### src/rtl/core/pba_pkg.sv
`default_nettype none
package pba_pkg;
   localparam int MapWords = 1024;
   localparam int WordAw = 10;
   localparam int PageAw = 15;
   localparam int MaxRun = 1024;
   localparam logic [31:0] FullWord = 32'hFFFF_FFFF;

   typedef enum logic [1:0] {
      MODE_ALLOC = 2'd0,
      MODE_FREE = 2'd1,
      MODE_TEST = 2'd2,
      MODE_NOP = 2'd3
   } mode_type;

   typedef enum logic [1:0] {
      ST_OK = 2'd0,
      ST_NOT_FOUND = 2'd1,
      ST_BELOW_BASE = 2'd2
   } status_type;

   typedef enum logic [0:0] {
      REG_BASE = 1'd0,
      REG_WORDS = 1'd1
   } reg_type;

   typedef struct packed {
      logic [1:0] mode;
      logic [10:0] page_count;
      logic [31:0] address;
   } req_type;

   typedef struct packed {
      logic [31:0] result_address;
      logic [1:0] status;
      logic page_used;
   } rsp_type;

   typedef enum logic [3:0] {
      S_IDLE, S_CLEAR, S_DECODE, S_SRD, S_SCAN, S_MRD, S_MARK, S_HRD, S_HINT,
      S_FRD, S_FREE, S_TRD, S_TEST, S_DONE
   } state_type;

   typedef struct packed {
      logic clr_step;
      logic load;
      logic srd;
      logic scan;
      logic mrd;
      logic mark;
      logic hrd;
      logic hint;
      logic frd;
      logic free;
      logic trd;
      logic test;
      logic finish;
   } cmd_type;

   typedef struct packed {
      logic clr_done;
      logic is_alloc;
      logic is_free;
      logic is_test;
      logic scan_end;
      logic found;
      logic mark_end;
      logic hint_end;
      logic free_end;
   } sts_type;
endpackage
`default_nettype wire

### src/rtl/core/pba_ctrl.sv
`default_nettype none
module pba_ctrl (
   input wire logic clock,
   input wire logic reset,
   input wire logic req_valid,
   output logic req_ready,
   output logic rsp_valid,
   input wire logic rsp_ready,
   input wire pba_pkg::sts_type sts,
   output pba_pkg::cmd_type cmd
);
   pba_pkg::state_type state_ff, state_in;

   always_ff @(posedge clock) begin
      if (reset) state_ff <= pba_pkg::S_CLEAR;
      else state_ff <= state_in;
   end

   always_comb begin
      state_in = state_ff;
      cmd = '0;
      req_ready = 1'b0;
      rsp_valid = 1'b0;
      unique case (state_ff)
         pba_pkg::S_CLEAR: begin
            cmd.clr_step = 1'b1;
            if (sts.clr_done) state_in = pba_pkg::S_IDLE;
         end
         pba_pkg::S_IDLE: begin
            req_ready = 1'b1;
            if (req_valid) begin
               cmd.load = 1'b1;
               state_in = pba_pkg::S_DECODE;
            end
         end
         pba_pkg::S_DECODE: begin
            if (sts.is_alloc) state_in = pba_pkg::S_SRD;
            else if (sts.is_free) state_in = pba_pkg::S_FRD;
            else if (sts.is_test) state_in = pba_pkg::S_TRD;
            else state_in = pba_pkg::S_DONE;
         end
         pba_pkg::S_SRD: begin
            cmd.srd = 1'b1;
            state_in = pba_pkg::S_SCAN;
         end
         pba_pkg::S_SCAN: begin
            if (sts.scan_end) begin
               cmd.finish = !sts.found;
               state_in = sts.found ? pba_pkg::S_MRD : pba_pkg::S_DONE;
            end else begin
               cmd.scan = 1'b1;
               state_in = pba_pkg::S_SRD;
            end
         end
         pba_pkg::S_MRD: begin
            cmd.mrd = 1'b1;
            state_in = pba_pkg::S_MARK;
         end
         pba_pkg::S_MARK: begin
            cmd.mark = 1'b1;
            state_in = sts.mark_end ? pba_pkg::S_HRD : pba_pkg::S_MRD;
         end
         pba_pkg::S_HRD: begin
            if (sts.hint_end) state_in = pba_pkg::S_DONE;
            else begin
               cmd.hrd = 1'b1;
               state_in = pba_pkg::S_HINT;
            end
         end
         pba_pkg::S_HINT: begin
            cmd.hint = 1'b1;
            state_in = pba_pkg::S_HRD;
         end
         pba_pkg::S_FRD: begin
            if (sts.free_end) state_in = pba_pkg::S_DONE;
            else begin
               cmd.frd = 1'b1;
               state_in = pba_pkg::S_FREE;
            end
         end
         pba_pkg::S_FREE: begin
            cmd.free = 1'b1;
            state_in = pba_pkg::S_FRD;
         end
         pba_pkg::S_TRD: begin
            cmd.trd = 1'b1;
            state_in = pba_pkg::S_TEST;
         end
         pba_pkg::S_TEST: begin
            cmd.test = 1'b1;
            state_in = pba_pkg::S_DONE;
         end
         pba_pkg::S_DONE: begin
            rsp_valid = 1'b1;
            if (rsp_ready) state_in = pba_pkg::S_IDLE;
         end
         default: state_in = pba_pkg::S_CLEAR;
      endcase
   end
endmodule
`default_nettype wire

### config.mk
export PLATFORM = sky130hd
export DESIGN_NAME = pba_ctrl
export DESIGN_NICKNAME = d
export VERILOG_FILES = /design/src/rtl/core/pba_pkg.sv /design/src/rtl/core/pba_ctrl.sv
export SDC_FILE = /design/constraint.sdc
export NUM_CORES = 1
export LEC_CHECK = 0
export BUFFER_PORTS_ARGS = -buffer_cell sky130_fd_sc_hd__clkbuf_2
export CAP_MARGIN = 30
export CORE_MARGIN = 1.5
export CORE_UTILIZATION = 30
export CTS_CLUSTER_SIZE = 14
export DETAILED_ROUTE_END_ITERATION = 12
export PLACE_DENSITY = 0.68
export SYNTH_ARGS = -nofsm -noshare
export SYNTH_HDL_FRONTEND = slang
export SYNTH_SLANG_ARGS = --single-unit
### constraint.sdc
create_clock -name clock -period 1.65 [get_ports clock]
set_input_delay 0.4125 -clock clock [delete_from_list [all_inputs] [get_ports clock]]
set_output_delay 0.4125 -clock clock [all_outputs]
set_load 0.05 [all_outputs]
Yosys cells after proc, flatten, opt, wreduce, memory -nomap -nowiden
Cells that the tools add are included.
{ "totals": {"mem_bits_rw": 0, "romBits": 0, "reg_bits": 4, "output_inout_bits": 15, "latch_bits": 0, "mem_count": 0, "wordCells": 52} }
{ "op_classes": {"reduce_logical": 3, "n_div": 0, "n_mul": 0, "n_eq_ne": 16, "shifts": 0, "bitwise": 0, "addsub": 0, "mux": 32, "magnitude_cmp": 0} }
{ "op_table": {"columns": ["operator", "n"], "rows": [
  ["4-bit one-hot mux with 14 select lines", 1],
  ["4-bit two-way mux", 7],
  ["4-bit equality test, second input constant", 6],
  ["1-bit two-way mux", 20],
  ["4-bit by 3-bit equality test with 1-bit output, second input constant", 4],
  ["3-bit two-way mux", 3],
  ["4-bit by 2-bit equality test with 1-bit output, second input constant", 2],
  ["2-bit != test, second input constant", 3],
  ["4-bit by 1-bit equality test with 1-bit output, second input constant", 1],
  ["4-bit logical NOT", 1],
  ["3-bit AND reduction", 1],
  ["2-bit two-way mux", 1],
  ["1-bit logical NOT", 1]
]} }

Longest topological paths before layout
{ "depth": {"ltp_word": 4, "depth_mapped": 5, "depth_no_buf": 4} }

Least setup slack after synthesis
OpenSTA, ideal clock, no wires.
{ "synth_path": {"kind": "reg2out", "startpoint": "register state_ff[0]", "endpoint": "output port cmd[11] (netlist name)", "required_time_ns": 1.237, "path_slack_ns": -1.094, "n_path_buf": 2, "arrival_time_ns": 2.331, "stages_incl_launch_ff": 5, "path_cell_list": "dfxtp_1 -> buf_2 -> clkbuf_1 -> nor3_1 -> and2_1"} }
{ "synth_lines": {"columns": ["element", "line", "source"], "rows": [
  ["from (decl)", "pba_ctrl.sv:12", "pba_pkg::state_type state_ff, state_in;"],
  ["from (signal assigned)", "pba_ctrl.sv:15", "if (reset) state_ff <= pba_pkg::S_CLEAR;"],
  ["from (signal assigned)", "pba_ctrl.sv:16", "else state_ff <= state_in;"],
  ["to (decl)", "pba_ctrl.sv:10", "output pba_pkg::cmd_type cmd"]
]} }

==> results.yml <==
min_path:
  holdCritPathClass: "primary input to flop"
  worstHoldPathCells: 2
  min-delay-start: "reset"
  min_to: "state_ff[2]$_SDFFE_PP0P_"
routing:
  drt-total-wl_mm: 1.85
  drt_iter0_drc: 8
  drc: 0
  drtAntennaViolNets: 0
  avgViaCountPerCell: 5.35
  wire_per_inst_um: 13.9
  dr.pass1.iters: 4
  vias: 711
pwr:
  clkPwrFrac_pct: 5.9
  seqPwrFrac_pct: 10.7
  combinationalPowerShare_pct: 83.4
  internal-power_mw: 1.02
  power.density_nw_per_um2: 1760
  p_sw_share_pct: 48.8
  ir_drop_mv: 1.10
  p_leak_nw: 0.475
  switching_power_mw: 0.976
worst_setup_path:
  cp_slowest_cell: "dfxtp_4"
  rr_worst_depth: 5
  r2r_start: "state_ff[2]$_SDFFE_PP0P_"
  critPathMaxFanout: 6
  crit_arrival_ns: 1.28
  path_cells: "nand2b_2 -> buf_4 -> nor2_4 -> buf_12"
  startpoint_type: "flop"
  required_ns: 1.24
  worst-r2r-setup-slack_ns: 0.03
  path_class: "flop to primary output"
  critPathMaxStageDelay_ns: 0.35
  critPathCaptureType: "primary output"
  crit_family: "simple AND/OR/NAND/NOR gates"
  r2r-end: "state_ff[2]$_SDFFE_PP0P_"
  crit_buf_inv: 2
final_layout:
  post-route-util_pct: 75.2
  syn_to_final_growth_pct: 135
  nNetsFinal: 132
  antenna_cells: 0
  fillers: 99
  top_register: "state_ff"
  final_layout_size_suffix_gt1_share_pct: 70.1
  largest_registers: "state_ff x4"
  largest_register_ffs: 4
synthesis:
  syn_nets: 85
  syn_area_per_cell_sq_um: 6.69
  synth.top_cell.area_share_pct: 16.6
  synth-simple-area-share_pct: 45.2
  ys_seq_area_share_pct: 16.6
  synth_top_family_by_area: "simple AND/OR/NAND/NOR gates"
  async_flop_share_pct: 0
  ys.flop_type: "dfxtp_1"
  synth-edff-count: 0
  synth_fa_ha_area_share_pct: 0
  synth_compound_area_share_pct: 26.0
  netlist_top_cells_area: "dfxtp_1 17%, nor3_1 7.3%, nor2_1 7.0%, nand2b_1 6.5%, nor2b_1 5.2%"
  yosysWarnings: 0
  yosysTopAreaCell: "dfxtp_1"
  synth.mux.area_fraction_pct: 2.34
  synth_xor_area_share_pct: 1.82
  syn-cell-area_sq_um: 482
  synth_seq_cells: 4
  synthCells: 72
  yosysUniqueCellTypes: 36
grt:
  grt_overflow: 0
  antenna_found_initial: 0
  grt_pass1_wl_mm: 2.55
  grt_max_degree: 14
  gr-usage-all-layers_pct: 17.5
  grt_pass1_vias: 610
sta:
  hold_viol: 0
  rsz0062_at_grt: "true"
  worst_hold_slack_ns: 0.377
  fmax_mhz: 591
  slew_violations: 0
  slew_headroom_pct: 81.3
  tightest_slew_ns: 0.279
  setup_slack_ns: -0.0424
  period_share_pct: 103
  finalSetupViolations: 7
  finalClockSkew_ns: 0.00412
  period_minus_slack_ns: 1.69
die:
  start_util_pct: 32.0
  die_area_sq_um: 1860
  die_h_um: 43.1
  io_pins: 28
  rows: 14
  dieWidth_um: 43.1
  core_area_sq_um: 1510
status:
  outcome: "finished with violations"
  violations: "negative setup slack"
job:
  drv_cap: 0
clocking:
  clk_pin_slew_ns: 0.03
  clockBufferDepth: 2
  cts_made_buffers: 3
  clock_latency_ns: 0.23
  root_buffer: "clkbuf_4"
  htreeDepth: 1
  cts_tree: "built"
  clock_sinks: 4
placement:
  numPortBuffers: 27
  dp_hpwl_mm: 1.25
  place_congestion: 0.833
-- through the flow --
| step | area, sq um | setup slack [ns] | total power, mW | TNS [ns] | cells |
|---|---|---|---|---|---|
| floorplan | 614 | -0.272 | 1.11 | -0.500 | 72 |
| global placement | 860 | 0.0286 | 1.41 | 0 | 122 |
| detailed placement | 860 | 0.0130 | 1.41 | 0 | 122 |
| CTS | 1040 | -0.0453 | 1.77 | -0.248 | 128 |
| global route | 1130 | -0.0870 | 2.11 | -0.561 | 133 |
| finish | 1130 | -0.0424 | 2.00 | -0.175 | 133 |
-- synth_stat cells (2+ instances only) --
cell type,number
clkbuf_1,2
buf_2,3
dfxtp_1,4
o21ai_0,3
nor2_1,9
inv_1,2
a31oi_1,2
nor2b_1,4
nand2b_1,5
a21oi_1,2
nand4b_1,2
nand2_1,4
nor3_1,7
-- power groups by stage --
stage / sequential [mW] / clock (mW) / combinational, mW
3_5_place_dp: 0.186 / 0 / 1.23
5_1_grt: 0.221 / 0.128 / 1.76
2_1_floorplan: 0.146 / 0 / 0.967
4_1_cts: 0.202 / 0.119 / 1.45
6_report: 0.214 / 0.118 / 1.67
3_3_place_gp: 0.185 / 0 / 1.22
-- layout by cell type (no fill, tap or decap), types with 4 or more instances in the layout --
cell type / count
clkbuf_2: 12
clkbuf_4: 5
clkbuf_8: 4
nor2_4: 5
buf_8: 4
nor3_4: 5
buf_4: 19
-- worst max-delay path by stage --
stage / from / slack, ns / cells past startpoint / end
finish: state_ff[2]$_SDFFE_PP0P_ / -0.04 / 4 / cmd[3]
global route: state_ff[2]$_SDFFE_PP0P_ / -0.09 / 4 / cmd[11]
CTS: state_ff[2]$_SDFFE_PP0P_ / -0.05 / 4 / cmd[3]
detailed placement: state_ff[2]$_SDFFE_PP0P_ / 0.01 / 4 / cmd[11]
global placement: state_ff[2]$_SDFFE_PP0P_ / 0.03 / 4 / cmd[11]
floorplan: state_ff[2]$_SDFFE_PP0P_ / -0.27 / 4 / cmd[11]
-- what timing repair did --
item / CTS / global route
cloned: 0 / 1
hold buffers: 0 / 0
endpoints found under the setup margin: 15 / 14
gates resized for setup: 35 / 15
buffers inserted: 3 / 4
pin swaps: 2 / 1
-- kinds of logic after synthesis --
group           count (synthesis)
flops                           4
xor+xnor                        1
buf+inv                         9
compound gates                 17
simple gates                   40
mux                             1
-- routing by layer --
layer / track usage [%] / vias to the layer above / wire (um)
met5: 0 / - / 0
met4: 3.64 / 0 / 0
met3: 0 / 0 / 73
met2: 30.9 / 23 / 994
met1: 24.0 / 334 / 778
li1: - / 354 / -
-- layout make-up --
cell class              count  area [sq um]  share of cell area, %
flip-flops and latches      4          90.1                   7.95
well taps                  16          20.0                   1.77
multi-input cells          59           517                   45.6
repair buffers             49           477                   42.1
clock buffers               3          22.5                   1.99
inverters                   2          7.51                  0.662
-- worst reg2reg max path, delay by kind of cell, from the launching register on --
family | cells | cell delay [ns]
flip-flops | 1 | 0.35
buffers and inverters | 1 | 0.17
AND/OR/NAND/NOR | 2 | 0.60
AO/OA/AOI/OAI | 2 | 0.44
Note: power is estimated with default switching activity, not from simulation.
